$ cat config.mk
export PLATFORM = sky130hd
export DESIGN_NAME = srr_front
export DESIGN_NICKNAME = d
export VERILOG_FILES = /design/src/design/srr_pkg.sv /design/src/design/srr_front.sv
export SDC_FILE = /design/constraint.sdc
export NUM_CORES = 1
export LEC_CHECK = 0
export ABC_AREA = 1
export BUFFER_PORTS_ARGS = -buffer_cell sky130_fd_sc_hd__buf_4
export CAP_MARGIN = 40
export CORE_AREA = 2 2 127 104
export CTS_BUF_LIST = sky130_fd_sc_hd__clkbuf_16
export CTS_CLUSTER_SIZE = 28
export DETAILED_ROUTE_END_ITERATION = 8
export DIE_AREA = 0 0 129 106
export GPL_ROUTABILITY_DRIVEN = 0
export GPL_TIMING_DRIVEN = 0
export PLACE_DENSITY = 0.78
export REMOVE_ABC_BUFFERS = 1
export SYNTH_ARGS = -nofsm -noshare
export SYNTH_HDL_FRONTEND = slang
export SYNTH_SLANG_ARGS = --single-unit
$ cat constraint.sdc
create_clock -name clk -period 4 [get_ports clk]
set_clock_uncertainty 0.15 [all_clocks]
set_input_delay 0.4 -clock clk [delete_from_list [all_inputs] [get_ports clk]]
set_output_delay 0.4 -clock clk [all_outputs]
set_load 0.1 [all_outputs]
$ cat src/design/srr_pkg.sv
`default_nettype none
package srr_pkg;

  localparam int ScreenWidth  = 224;
  localparam int ScreenHeight = 288;
  localparam int GfxBytes     = 8192;
  localparam int LutEntries   = 256;
  localparam int GfxAw        = $clog2(GfxBytes);
  localparam int LutAw        = $clog2(LutEntries);
  localparam int GfxWords     = GfxBytes / 4;
  localparam int GfxWaw       = $clog2(GfxWords);
  localparam int XOffset      = 41;
  localparam int YOffset      = 32;

  typedef enum logic [1:0] {
    CMD_GFX_WR = 2'd0,
    CMD_LUT_WR = 2'd1,
    CMD_DRAW   = 2'd2,
    CMD_NONE   = 2'd3
  } cmd_t;

  typedef enum logic [1:0] {
    CFG_GAME_MODE = 2'd0,
    CFG_FLIP      = 2'd1,
    CFG_PAL_BASE  = 2'd2,
    CFG_UNUSED    = 2'd3
  } cfg_idx_t;

  // One classified word passed from the front part to the back part.
  typedef struct packed {
    cmd_t              cmd;
    logic [GfxAw-1:0]  addr;
    logic [7:0]        data;
    logic [7:0]        code;
    logic [7:0]        lut_base;
    logic signed [9:0] base_y;
    logic signed [10:0] base_x;
    logic              fx;
    logic              fy;
    logic              szx;
    logic              szy;
  } srr_job_t;

  // Scrambled byte address of the first byte of a graphics row.
  function automatic logic [GfxAw-1:0] gfx_row_addr(input logic [6:0] code,
                                                    input logic [3:0] row);
    logic [12:0] a;
    logic [12:0] b;
    begin
      a = {code, row, 2'b00};
      b = (a & 13'h1f83) | ((a & 13'h003c) << 1) | ((a & 13'h0040) >> 4);
      gfx_row_addr = b[GfxAw-1:0];
    end
  endfunction

endpackage
`default_nettype wire

$ cat src/design/srr_front.sv
`default_nettype none
module srr_front (
  input  wire logic                       clk,
  input  wire logic                       rst_n,
  input  wire logic                       in_push,
  output logic                            in_full,
  input  wire logic [1:0]                 in_cmd,
  input  wire logic [12:0]                in_mem_addr,
  input  wire logic [7:0]                 in_mem_data,
  input  wire logic [7:0]                 in_tile_code,
  input  wire logic [7:0]                 in_color_byte,
  input  wire logic [7:0]                 in_y_byte,
  input  wire logic [7:0]                 in_x_low,
  input  wire logic [1:0]                 in_x_high,
  input  wire logic [3:0]                 in_attr_bits,
  input  wire logic                       game_mode,
  input  wire logic                       flip_screen,
  input  wire logic [7:0]                 pal_base,
  output srr_pkg::srr_job_t               q_data,
  output logic                            q_valid,
  input  wire logic                       q_pop
);

  localparam int Depth = 2;

  srr_pkg::srr_job_t mem_r [Depth];
  logic [0:0] wp_r, rp_r;
  logic [1:0] cnt_r;
  srr_pkg::srr_job_t job;
  logic [7:0] yv;
  logic push_ok;

  // Classify the incoming word and work out the sprite's position.
  always_comb begin
    job          = '0;
    job.cmd      = srr_pkg::cmd_t'(in_cmd);
    job.addr     = in_mem_addr;
    job.data     = in_mem_data;
    job.code     = in_tile_code;
    job.lut_base = {1'b0, in_color_byte[4:0], 2'b00} + pal_base;
    yv           = 8'd1 - in_y_byte - {in_attr_bits[3], 4'b0000};
    job.base_y   = $signed({2'b00, yv}) - 10'sd32;
    job.base_x   = $signed({1'b0, in_x_high, in_x_low}) - 11'sd41;
    job.fx       = in_attr_bits[0] ^ (game_mode & flip_screen);
    job.fy       = in_attr_bits[1] ^ (game_mode & flip_screen);
    job.szx      = in_attr_bits[2];
    job.szy      = in_attr_bits[3];
  end

  assign in_full = (cnt_r == 2'(Depth));
  assign push_ok = in_push && !in_full && (in_cmd != srr_pkg::CMD_NONE);
  assign q_valid = (cnt_r != 2'd0);
  assign q_data  = mem_r[rp_r];

  // Short queue between front and back.
  always_ff @(posedge clk) begin
    if (push_ok) mem_r[wp_r] <= job;
  end

  always_ff @(posedge clk) begin
    if (!rst_n) begin
      wp_r  <= '0;
      rp_r  <= '0;
      cnt_r <= '0;
    end else begin
      if (push_ok) wp_r <= wp_r + 1'b1;
      if (q_pop && q_valid) rp_r <= rp_r + 1'b1;
      cnt_r <= cnt_r + {1'b0, push_ok} - {1'b0, q_pop && q_valid};
    end
  end

endmodule
`default_nettype wire

# After elaboration in Yosys (flattened, before gate mapping)
# Memory sizes are Yosys's and may differ from the RTL's. A register that Yosys moved wholly into a read port is not among the register bits.
# Index checks and enable logic that the tools add are counted.
[totals] reg_bits=4 ramBits=128 input_bits=75 output_inout_bits=66 elab_cells=27 n_memories=1
[mem_list] memory="mem_r" depth=2 width=64 rd=1 rd_ports_with_merged_regs=1 wr=1 line_no="srr_front.sv:26" text="srr_pkg::srr_job_t mem_r [Depth];"
[op_classes] addsub=9 n_eq_ne=2 n_mux=4 bitwise_logic=3 n_reduce_logical=5
[op_table] cell="10-bit by 6-bit subtractor with 11-bit output, second input constant" n=1
[op_table] cell="8-bit by 6-bit subtractor with 9-bit output, second input constant" n=1
[op_table] cell="7-bit by 8-bit adder with 8-bit output" n=1
[op_table] cell="1-bit by 8-bit subtractor with 8-bit output, first input constant" n=1
[op_table] cell="8-bit by 5-bit subtractor with 8-bit output" n=1
[op_table] cell="1-bit 2-to-1 mux" n=4
[op_table] cell="1-bit logical AND" n=3
[op_table] cell="1-bit adder, second input constant" n=2
[op_table] cell="2-bit by 1-bit adder with 2-bit output" n=1
[op_table] cell="2-bit == test, second input constant" n=1
[op_table] cell="2-bit inequality test, second input constant" n=1
[op_table] cell="2-bit nonzero test" n=1
[op_table] cell="2-bit by 1-bit subtractor with 2-bit output" n=1
[op_table] cell="1-bit bitwise XOR" n=2
[op_table] cell="1-bit AND" n=1
[op_table] cell="1-bit logical NOT" n=1

# Depth between registers and ports, before layout
# Gate-level depths: netlist of the first run.
[logic_depth] depth_word=6 mapped_depth=13 ltp_nobuf=13

# Least setup slack after synthesis of the first run
# No wires, ideal clock.
[synth_timing] path_kind="register to register" startpoint="register cnt_r[1]" endpoint="memory mem_r[0][0] (netlist bit), enable pin" setup_time_ns=0.484 arrival_time_ns=3.490 required_time_ns=3.366 setup_slack_ns=-0.124 path_stages_with_launch=6 n_path_buf=0 period_less_slack_ns=4.124 path_cell_list="dfxtp_1 -> inv_1 -> nor2_2 -> nor2_1 -> nand2_2 -> nor2_1"
[synth_via] elab_chain_cells=6
[synth_lines] item="from (decl)" line_no="srr_front.sv:28" text="logic [1:0] cnt_r;"
[synth_lines] item="from (signal assigned)" line_no="srr_front.sv:68" text="cnt_r <= cnt_r + {1'b0, push_ok} - {1'b0, q_pop && q_valid};"
[synth_lines] item="2-bit == test" line_no="srr_front.sv:50" text="assign in_full = (cnt_r == 2'(Depth));"
[synth_lines] item="via in_full" line_no="srr_front.sv:6" text="output logic in_full,"
[synth_lines] item="1-bit logical NOT" line_no="srr_front.sv:51" text="assign push_ok = in_push && !in_full && (in_cmd != srr_pkg::CMD_NONE);"
[synth_lines] item="1-bit logical AND (2 in series)" line_no="srr_front.sv:51"
[synth_lines] item="1-bit 2-to-1 mux" line_no="srr_front.sv:57" text="if (push_ok) mem_r[wp_r] <= job;"
[synth_lines] item="1-bit 2-to-1 mux (not written as such)" line_no="srr_front.sv:57"
[synth_lines] item="to (decl)" line_no="srr_front.sv:26"
# The timed path passes the listed nets, and every way through them passes these cells.

==> summary.txt, run 1 <==
Outcome
  – Run status: complete, no violations

Min path
  – Beginning of the worst hold path: in_mem_addr[12]
  – Endpoint of the worst hold-timing path: mem_r[1][61]
  – Class of the tightest hold or removal check: in2reg
  – Hold-critical path depth: 1

STA
  – Maximum clock frequency: 379 MHz
  – Setup repair after global routing missed its margin: no
  – Worst setup slack after layout: 1.36 ns
  – Final hold violation count: 0
  – Final Cycle Share: 0.660
  – Count of endpoints failing setup in the final report: 0
  – Final max-slew violation count: 0
  – Post-layout minimum cycle time: 2.64 ns
  – Actual transition at the worst max-transition pin: 0.579 ns
  – Slew Limit Headroom: 0.614

Setup path
  – Signal arrival time at the worst endpoint: 2.09 ns
  – Highest cell delay on the worst timing path: 0.72 ns
  – R2R cell count: 10
  – Largest fanout on the critical path: 35
  – Critical path class: reg2out
  – Startpoint of the most critical register-to-register path: cnt_r[1]
  – Critical path buffers and inverters: 2
  – Register-to-register setup slack: 2.15 ns
  – CP Cell Sequence: buf_16 -> mux2_2 -> buf_4
  – R2R Path End: cnt_r[1]
  – Kind of end point of the critical path: output pin
  – Launching element type of the critical path: register
  – Required time of the worst setup path: 3.45 ns
  – Slowest cell on crit path: sky130_fd_sc_hd__dfxtp_4
  – Cell family with the largest share of critical-path delay: flip-flops

Clock tree
  – Worst-Skew Late Latency: 0.40 ns
  – H-Tree Level Count: 4
  – CTS clock-pin slew for the worst setup and hold paths: 0.06 ns
  – Resized Gates After CTS: 0
  – CTS tree: done
  – Number of buffers added for setup after CTS: 0
  – Clock Sink Count: 131
  – Number of buffers added by the clock tree synthesis step: 17
  – Clk buf depth: 2
  – Root buffer cell: sky130_fd_sc_hd__clkbuf_16
  – Hold buffer count at cts: 0

Global route
  – Number of global-route vias before repair: 3,473
  – Largest net degree at the start of global routing: 36
  – Number of antenna violations at the first check in global routing: 0
  – Global route total overflow: 0
  – GRT Util Overall: 0.158
  – Wire length of the first global-routing pass: 16.4 mm

Yosys
  – Number of synthesized register bits: 131
  – Share of flip-flops with an asynchronous set or reset: 0
  – Top cells by count, synth: sky130_fd_sc_hd__edfxtp_1, sky130_fd_sc_hd__mux2_4, sky130_fd_sc_hd__inv_1
  – Count of mapped cells out of synthesis: 361
  – Share of Yosys cell area claimed by the top area cell type: 0.644
  – Avg Cell Area, Syn: 16.3 µm²
  – Leading cell type by number of instances after synthesis: sky130_fd_sc_hd__edfxtp_1
  – Mapped Area: 0.00588 mm²
  – Number of enable-type register cells in the synthesized netlist: 126
  – Library cell with the largest summed area after synthesis: sky130_fd_sc_hd__edfxtp_1
  – Post-synth top flop: sky130_fd_sc_hd__edfxtp_1
  – Share of synthesized area occupied by flip-flops and latches: 0.661
  – Ranking of synthesized cells by area: sky130_fd_sc_hd__edfxtp_1, sky130_fd_sc_hd__mux2_4, sky130_fd_sc_hd__ha_1
  – Synth Warn #: 0
  – Number of distinct standard cells referenced by the synthesized netlist: 28

Layout
  – Cell Count, Final, Fillers Out: 702
  – NumNets Final: 607
  – Growth of design area from synthesis to finish: 31.5%
  – Antenna fix cells: 0
  – End-of-flow core utilization: 0.616
  – Storage cell area: 0.00389 mm²
  – Area of the multi-input gates: 0.00171 mm²
  – Count of filler cells inserted in the layout: 933
  – Fraction of layout cells with a size suffix above 1: 0.469

Route
  – Drt initial violations: 169
  – Drt total wl: 10.5 mm
  – Count of antenna-violating nets left after detailed routing: 0
  – Routed wire length per instance: 14.9 µm
  – Number of vias per cell: 4.77
  – Vias: 3,349
  – Number of detailed-routing iterations run before antenna repair: 4
  – Number of design rule violations left after detail routing: 0

Pwr
  – Design Power: 6.01 mW
  – IR Drop Worst-Case VDD: 0.000576 V
  – Pleak: 3.25 nW
  – Pwr/cell area: 778 mW/mm²

Place
  – Worst setup slack before clock tree synthesis: 1.61 ns
  – Cell count after placement: 670
  – Input/output buffers: 137
  – Post-detail-place hpwl: 7.42 mm

Floorplanning
  – Die span in x: 129 µm
  – Site row count: 37
  – Number of top-level design ports: 141
  – Floorplan die height: 106 µm
  – Core Footprint: 0.0125 mm²
  – Initial core utilization: 0.468
  – Die ar.: 0.0137 mm²

Job
  – Max Cap Viol: 0
## metal layers
| layer | up-vias | wire (µm) | share of wire | track usage |
|---|---|---|---|---|
| met5 | - | 0 | 0 | 0 |
| met4 | 0 | 158 | 0.015 | 0.0629 |
| met3 | 16 | 731 | 0.070 | 0.0644 |
| met2 | 117 | 5210 | 0.50 | 0.265 |
| met1 | 1616 | 4380 | 0.42 | 0.179 |
| li1 | 1600 | - | - | - |
## worst register-to-register path: cells and delay by family (launching register included)
family / cells / cell delay [ns]
flops: 1 / 0.31
simple gates: 3 / 0.32
compound gates: 2 / 0.21
fa+ha+maj: 2 / 0.49
xor+xnor: 1 / 0.18
buf+inv: 2 / 0.13
## through the flow
stage / hold WS, ns / setup TNS [ns] / cell area [µm²]
2_1_floorplan: 0.297 / -15.58 / 5740
3_3_place_gp: 0.308 / -244.24 / 6980
3_5_place_dp: 0.319 / 0 / 7110
4_1_cts: 0.00820 / 0 / 7730
5_1_grt: 0.00245 / 0 / 7730
6_report: 0.0283 / 0 / 7730
## where the power goes
group          switching [mW]  total (mW)  internal [mW]
Clock                   0.559        1.60           1.04
Combinational            1.90        2.60          0.702
Sequential             0.0959        1.82           1.72
## kinds of logic (layout without fill, tap and decap cells)
kind of cell	after synthesis	after routing	synth area share
xor+xnor	16	16	0.0238
compound gates	15	15	0.0149
buf+inv	49	215	0.0498
mux	63	63	0.159
fa+ha+maj	18	18	0.0396
flops	131	131	0.661
simple gates	69	69	0.0517
## registers in the layout (all words and copies together) (netlist names), named ones only
register / cells
cnt_r: 2
wp_r: 1
mem_r: 126
rp_r: 1
## worst max-delay path by stage
stage	startpoint	to	slack [ns]	cells past startpoint
2_1_floorplan	cnt_r[1]	mem_r[0][0]	-0.12	5
3_3_place_gp	in_push	mem_r[1][15]	-1.66	5
3_5_place_dp	in_attr_bits[3]	mem_r[0][22]	1.61	13
4_1_cts	register	q_data[1]	1.31	3
5_1_grt	register	q_data[1]	1.26	3
6_report	register	q_data[1]	1.36	3
## layout by cell type (no fill, tap or decap), drive strengths merged
cell type,n
mux2,63
clkinv,7
and2,1
nand2,42
clkbuf,17
xor2,11
fa,1
or2,1
nand4,1
bufinv,4
nand3,13
buf,142
nor2,10
nand3b,1
clkinvlp,2
edfxtp,126
a31oi,1
a21oi,8
dfxtp,5
xnor2,5
o21ai,6
inv,43
ha,17
## area by class of cell
class | instances | share of cell area
Sequential cell | 131 | 0.503
Clock inverter | 15 | 0.0246
Clock buffer | 17 | 0.0551
Tap cell | 175 | 0.0283
Multi-Input combinational cell | 181 | 0.222
Timing Repair Buffer | 142 | 0.147
Inverter | 41 | 0.0199
Power figures use the tool's default switching activity.
==> inputs of run 2 (changes only) <==
--- a/config.mk
+++ b/config.mk
@@ -5,17 +5,17 @@
 export SDC_FILE = /design/constraint.sdc
 export NUM_CORES = 1
 export LEC_CHECK = 0
-export ABC_AREA = 1
+export ABC_AREA = 0
 export BUFFER_PORTS_ARGS = -buffer_cell sky130_fd_sc_hd__buf_4
 export CAP_MARGIN = 40
-export CORE_AREA = 2 2 127 104
+export CORE_AREA = 2 2 117 97
 export CTS_BUF_LIST = sky130_fd_sc_hd__clkbuf_16
 export CTS_CLUSTER_SIZE = 28
 export DETAILED_ROUTE_END_ITERATION = 8
-export DIE_AREA = 0 0 129 106
+export DIE_AREA = 0 0 119 99
 export GPL_ROUTABILITY_DRIVEN = 0
 export GPL_TIMING_DRIVEN = 0
-export PLACE_DENSITY = 0.78
+export PLACE_DENSITY = 0.82
 export REMOVE_ABC_BUFFERS = 1
 export SYNTH_ARGS = -nofsm -noshare
 export SYNTH_HDL_FRONTEND = slang
==> constraint.sdc (replaced) <==
create_clock -name clk -period 2.65 [get_ports clk]
set_clock_uncertainty 0.15 [all_clocks]
set_input_delay 0.265 -clock clk [delete_from_list [all_inputs] [get_ports clk]]
set_output_delay 0.265 -clock clk [all_outputs]
set_load 0.1 [all_outputs]
==> summary.txt, run 2 <==
Route
  – Drt total wl: 11.0 mm (+4.6%)
  – Number of design rule violations left after detail routing: 0 (unchanged)
  – Vias: 3,368 (+0.57%)
  – Number of detailed-routing iterations run before antenna repair: 4 (unchanged)
  – Amount of wire on met2 after detailed routing: 5.63 mm (+8.1%)
  – WL met1: 4.58 mm (+4.4%)
  – Count of antenna-violating nets left after detailed routing: 0 (unchanged)
  – Drt initial violations: 132 (-22%)
  – Met3 wirelength from detailed routing: 588 µm (-20%)
  – Number of vias per cell: 5.01 (+5.1%)
  – Routed wire length per instance: 16.3 µm (+9.2%)
  – Top routing layer used: met4

STA
  – TNS Setup: 0 ns (unchanged)
  – Worst setup slack after layout: 0.309 ns (-1.05 ns)
  – Maximum clock frequency: 427 MHz
  – Slew Limit Headroom: 0.570 (-0.0444)
  – Hold Worst Slack: 0.0215 ns (-0.00685 ns)
  – Setup repair after global routing missed its margin: no
  – Final max-slew violation count: 0 (unchanged)
  – Actual transition at the worst max-transition pin: 0.644 ns (+0.0650 ns)
  – Final Cycle Share: 0.884
  – Final hold violation count: 0 (unchanged)
  – Post-layout minimum cycle time: 2.34 ns
  – Count of endpoints failing setup in the final report: 0 (unchanged)

Setup path
  – Cell family with the largest share of critical-path delay: buffers and inverters
  – Critical path buffers and inverters: 4 (+2)
  – CP Cell Sequence: dlygate4sd3_1 -> buf_4 -> nand2_1 -> nand3b_1 -> nor2_4 -> buf_16 -> buf_12
  – Kind of end point of the critical path: register
  – Required time of the worst setup path: 2.60 ns (-0.85 ns)
  – Launching element type of the critical path: input pin
  – Highest cell delay on the worst timing path: 0.57 ns (-0.15 ns)
  – Slowest cell on crit path: sky130_fd_sc_hd__nor2_4
  – Largest fanout on the critical path: 29 (-17%)
  – Critical path class: in2reg
  – Signal arrival time at the worst endpoint: 2.29 ns (+0.20 ns)

Yosys
  – Share of Yosys cell area claimed by the top area cell type: 0.687 (+0.0429)
  – Library cell with the largest summed area after synthesis: sky130_fd_sc_hd__edfxtp_1
  – Leading cell type by number of instances after synthesis: sky130_fd_sc_hd__edfxtp_1
  – Count of mapped cells out of synthesis: 324 (-10%)
  – Synth Warn #: 0 (unchanged)
  – Mapped Area: 0.00551 mm² (-6.2%)
  – Avg Cell Area, Syn: 17.0 µm² (+4.5%)
  – Share of flip-flops with an asynchronous set or reset: 0 (unchanged)
  – Post-synth top flop: sky130_fd_sc_hd__edfxtp_1
  – Top cells by count, synth: sky130_fd_sc_hd__edfxtp_1, sky130_fd_sc_hd__mux2_1, sky130_fd_sc_hd__inv_1
  – Number of distinct standard cells referenced by the synthesized netlist: 37 (+32%)
  – Number of synthesized register bits: 131 (unchanged)
  – Ranking of synthesized cells by area: sky130_fd_sc_hd__edfxtp_1, sky130_fd_sc_hd__mux2_1, sky130_fd_sc_hd__ha_1
  – Number of enable-type register cells in the synthesized netlist: 126 (unchanged)
  – Share of synthesized area occupied by flip-flops and latches: 0.705 (+0.0440)

Global route
  – Number of global-route vias before repair: 3,538 (+1.9%)
  – Wire length of the first global-routing pass: 17.7 mm (+7.9%)
  – Largest net degree at the start of global routing: 48 (+33%)
  – GRT Util Overall: 0.198 (+0.0400)
  – Number of antenna violations at the first check in global routing: 0 (unchanged)
  – Global route total overflow: 0 (unchanged)

Pwr
  – Combinational Power Share: 0.418 (-0.014)
  – Sequential group share of total power: 0.297 (-0.005)
  – IR Drop Worst-Case VDD: 0.000608 V (+5.6%)
  – Net switching power figure: 3.83 mW (+50%)
  – Pwr/cell area: 1140 mW/mm² (+47%)
  – Clock power frac: 0.285 (+0.020)
  – Cell-internal power: 5.14 mW (+49%)
  – Switching share of power: 0.427 (+0.00244)
  – Pleak: 3.09 nW (-5.1%)

Layout
  – Count of filler cells inserted in the layout: 648 (-31%)
  – Largest registers ranked by flip-flop count: mem_r x126, cnt_r x2
  – NumNets Final: 608 (+0.16%)
  – Most common library cell in the layout ignoring fill and taps: sky130_fd_sc_hd__buf_4
  – Fraction of layout cells with a size suffix above 1: 0.339 (-0.130)
  – Largest register by flop count: mem_r
  – Storage cell area: 0.00389 mm² (unchanged)
  – Antenna fix cells: 0 (unchanged)
  – Commonest cells after routing, fill and taps aside: sky130_fd_sc_hd__buf_4, sky130_fd_sc_hd__edfxtp_1, sky130_fd_sc_hd__mux2_1
  – Area of the multi-input gates: 0.00152 mm² (-12%)
  – Growth of design area from synthesis to finish: 42.6%
  – Flip-flop count of the largest register after layout: 126 (unchanged)

Floorplanning
  – Site row count: 34 (-8.1%)
  – Die span in x: 119 µm (-7.8%)
  – Initial core utilization: 0.520 (+0.0517)
  – Number of top-level design ports: 141 (unchanged)
  – Die ar.: 0.0118 mm² (-14%)
  – Core Footprint: 0.0106 mm² (-16%)
  – Floorplan die height: 99 µm (-6.6%)

Job
  – Max Cap Viol: 0 (unchanged)

Clock tree
  – Root buffer cell: sky130_fd_sc_hd__clkbuf_16
  – Number of buffers added by the clock tree synthesis step: 17 (unchanged)
  – Clock Sink Count: 131 (unchanged)
  – Resized Gates After CTS: 0 (unchanged)
  – CTS tree: done
  – CTS clock-pin slew for the worst setup and hold paths: 0.06 ns (about the same)
  – Worst-Skew Late Latency: 0.41 ns (about the same)
  – H-Tree Level Count: 4 (unchanged)
  – Clk buf depth: 2 (unchanged)

Place
  – Worst setup slack before clock tree synthesis: 0.0177 ns (-1.59 ns)
  – Input/output buffers: 137 (unchanged)
  – Post-detail-place hpwl: 6.96 mm (-6.2%)

Outcome
  – Run status: complete, no violations

Min path
  – Class of the tightest hold or removal check: in2reg
## run 2: through the flow
stage / instances / cell area [µm²] / power, mW / util
after CTS: 672 / 7850 / 9.04 / 0.741
final: 672 / 7850 / 8.98 / 0.741
after floorplan: 316 / 5470 / 5.59 / -
after global placement: 597 / 6680 / 6.33 / 0.630
after global routing: 672 / 7850 / 9.27 / 0.741
after detailed placement: 602 / 6820 / 6.41 / 0.644
## run 2: power groups by stage
| stage | combinational, mW | clock (mW) | sequential [mW] |
|---|---|---|---|
| after floorplan | 2.84 | 0 | 2.75 |
| after global placement | 3.51 | 0 | 2.82 |
| after detailed placement | 3.70 | 0 | 2.71 |
| after CTS | 3.77 | 2.60 | 2.67 |
| after global routing | 3.89 | 2.70 | 2.69 |
| final | 3.76 | 2.56 | 2.67 |
## run 2: final timing paths
path | from | end | slack (ns) | depth (start not counted)
max | in_cmd[0] | mem_r[1][32] | 0.31 | 7
min | in_x_high[1] | mem_r[1][14] | 0.02 | 2
min reg2reg | rp_r | register | 0.44 | 2
max reg2reg | cnt_r[1] | mem_r[1][32] | 0.39 | 5
## run 2: cell type report
cell class	count	share of cell area
multi-input combinational	163	0.193
clock inverter	15	0.0293
inverter	22	0.0105
tap	144	0.0229
timing repair buffer	180	0.195
clock buffer	17	0.0542
sequential	131	0.495
## run 2: cell families after synthesis
| family | after synthesis | synth area share |
|---|---|---|
| adder cells (fa/ha/maj) | 18 | 0.0422 |
| buffers and inverters | 30 | 0.0225 |
| multiplexers | 63 | 0.129 |
| XOR/XNOR | 22 | 0.0350 |
| AO/OA/AOI/OAI | 20 | 0.0241 |
| flip-flops | 131 | 0.705 |
| AND/OR/NAND/NOR | 40 | 0.0425 |
## run 2: timing repair
item,in CTS,in global routing
hold buffers,38,0
buffers inserted,0,0
hold endpoints to repair,79,0
## run 2: per-layer routing
layer	vias up	GRT usage
met5	-	0
met4	0	0.0824
met3	15	0.0579
met2	98	0.344
met1	1657	0.230
li1	1598	-
==> inputs of run 3 (changes only) <==
--- a/config.mk
+++ b/config.mk
@@ -15,7 +15,7 @@
 export DIE_AREA = 0 0 119 99
 export GPL_ROUTABILITY_DRIVEN = 0
 export GPL_TIMING_DRIVEN = 0
-export PLACE_DENSITY = 0.82
+export PLACE_DENSITY = 0.84
 export REMOVE_ABC_BUFFERS = 1
 export SYNTH_ARGS = -nofsm -noshare
 export SYNTH_HDL_FRONTEND = slang
==> summary.txt, run 3 (same netlist as run 2, synthesis figures left out) <==
Global route
  – Number of global-route vias before repair: 3,669 (+3.7%)
  – Largest net degree at the start of global routing: 39 (-19%)
  – Number of antenna violations at the first check in global routing: 0 (unchanged)
  – Wire length of the first global-routing pass: 18.5 mm (+4.3%)
  – GRT Util Overall: 0.208 (+0.0108)
  – Global route total overflow: 0 (unchanged)

Pwr
  – Pleak: 3.06 nW (-0.81%)
  – IR Drop Worst-Case VDD: 0.000776 V (+28%)
  – Pwr/cell area: 1140 mW/mm² (-0.34%)

STA
  – Final max-slew violation count: 0 (unchanged)
  – Maximum clock frequency: 421 MHz (-1.4%)
  – Worst setup slack after layout: 0.276 ns (-0.0328 ns)
  – Setup repair after global routing missed its margin: no
  – Final hold violation count: 0 (unchanged)
  – TNS Setup: 0 ns (unchanged)
  – Post-layout minimum cycle time: 2.37 ns (+0.0328 ns)
  – Count of endpoints failing setup in the final report: 0 (unchanged)
  – Final Cycle Share: 0.896 (+0.0124)
  – Slew Limit Headroom: 0.709 (+0.139)
  – Actual transition at the worst max-transition pin: 0.436 ns (-0.208 ns)

Clock tree
  – Number of buffers added by the clock tree synthesis step: 17 (unchanged)
  – H-Tree Level Count: 4 (unchanged)
  – CTS tree: done
  – Clock Sink Count: 131 (unchanged)
  – Worst-Skew Late Latency: 0.40 ns (about the same)
  – Number of buffers added for setup after CTS: 0 (unchanged)
  – Clk buf depth: 2 (unchanged)
  – CTS clock-pin slew for the worst setup and hold paths: 0.06 ns (about the same)
  – Root buffer cell: sky130_fd_sc_hd__clkbuf_16

Floorplanning
  – Initial core utilization: 0.520 (unchanged)
  – Die ar.: 0.0118 mm² (unchanged)
  – Die span in x: 119 µm (unchanged)
  – Floorplan die height: 99 µm (unchanged)
  – Site row count: 34 (unchanged)
  – Number of top-level design ports: 141 (unchanged)
  – Core Footprint: 0.0106 mm² (unchanged)

Outcome
  – Run status: complete, no violations

Setup path
  – Crit path to: q_data[41]
  – Startpoint of the most critical register-to-register path: cnt_r[1]
  – R2R cell count: 8 (+3)
  – Highest cell delay on the worst timing path: 0.60 ns (+0.03 ns)
  – Signal arrival time at the worst endpoint: 1.96 ns (-0.33 ns)
  – Largest fanout on the critical path: 38 (+31%)
  – Slowest cell on crit path: sky130_fd_sc_hd__dfxtp_4
  – Required time of the worst setup path: 2.24 ns (-0.36 ns)
  – Register-to-register setup slack: 0.57 ns (+0.18 ns)
  – Launching element type of the critical path: register
  – R2R Path End: cnt_r[1]
  – Critical path class: reg2out
  – CP Cell Sequence: buf_12 -> mux2_1 -> buf_4
  – Kind of end point of the critical path: output pin

Route
  – Number of vias per cell: 5.04 (+0.48%)
  – Drt initial violations: 157 (+19%)
  – Number of detailed-routing iterations run before antenna repair: 4 (unchanged)
  – Count of antenna-violating nets left after detailed routing: 0 (unchanged)
  – Drt total wl: 11.6 mm (+6.1%)
  – Routed wire length per instance: 17.3 µm (+6.2%)
  – Number of design rule violations left after detail routing: 0 (unchanged)
  – Vias: 3,379 (+0.33%)

Layout
  – Fraction of layout cells with a size suffix above 1: 0.340 (+0.000643)
  – Growth of design area from synthesis to finish: 41.6%
  – Flip-flop count of the largest register after layout: 126 (unchanged)
  – Most common library cell in the layout ignoring fill and taps: sky130_fd_sc_hd__buf_4
  – Commonest cells after routing, fill and taps aside: sky130_fd_sc_hd__buf_4, sky130_fd_sc_hd__edfxtp_1, sky130_fd_sc_hd__mux2_1
  – Largest register by flop count: mem_r
  – Antenna fix cells: 0 (unchanged)
  – Largest registers ranked by flip-flop count: mem_r x126, cnt_r x2
  – NumNets Final: 608 (unchanged)

Place
  – Worst setup slack before clock tree synthesis: 0.00313 ns (-0.0146 ns)
  – Post-detail-place hpwl: 7.14 mm (+2.5%)
  – Input/output buffers: 137 (unchanged)

Job
  – Max Cap Viol: 0 (unchanged)

Min path
  – Class of the tightest hold or removal check: in2reg
## run 3: critical path: cells and delay by family, from the launching register on
kind	cells	cell delay, ns
buf+inv	2	0.54
mux	1	0.39
flops	1	0.60
## run 3: layout make-up
class,instances,area [µm²]
Sequential cell,131,3890
Fill cell,629,2790
Multi-Input combinational cell,163,1520
Timing Repair Buffer,180,1510
Clock buffer,17,425
Clock inverter,14,201
Tap cell,144,180
Inverter,22,82.6
## run 3: power by group
group / leakage, nW / total [mW] / switching, mW / internal, mW
Clock: 0.301 / 2.46 / 0.874 / 1.58
Combinational: 1.55 / 3.75 / 2.87 / 0.881
Sequential: 1.21 / 2.69 / 0.116 / 2.57
## run 3: what timing repair did
item                                   CTS  global route
resized for setup                        0             0
hold buffers                            38             0
endpoints found under the hold margin   79             0
## run 3: layer usage
layer	vias to the layer above	GRT usage	routed length (µm)
met2	122	0.377	6110
met3	18	0.0642	683
li1	1592	-	-
met1	1647	0.234	4650
met5	-	0	0
met4	0	0.0733	181
## run 3: worst min-delay path by stage
stage	startpoint	endpoint	slack, ns	depth (start not counted)
global route	in_x_high[1]	mem_r[0][14]	0.03	2
global placement	in_mem_data[4]	mem_r[0][45]	0.30	1
CTS	pal_base[7]	mem_r[1][32]	0.02	2
detailed placement	in_tile_code[1]	mem_r[0][34]	0.30	1
floorplan	in_attr_bits[3]	mem_r[0][0]	0.21	0
finish	pal_base[7]	mem_r[1][32]	0.03	2
## run 3: per-stage QoR
| stage | cells | utilization | total power, mW | area, µm² | hold WS [ns] |
|---|---|---|---|---|---|
| after floorplan | 316 | - | 5.59 | 5470 | 0.214 |
| after global placement | 597 | 0.630 | 6.33 | 6680 | 0.300 |
| after detailed placement | 602 | 0.642 | 6.41 | 6800 | 0.304 |
| after CTS | 671 | 0.737 | 8.92 | 7800 | 0.0229 |
| after global routing | 671 | 0.737 | 9.16 | 7800 | 0.0334 |
| final | 671 | 0.737 | 8.89 | 7800 | 0.0323 |
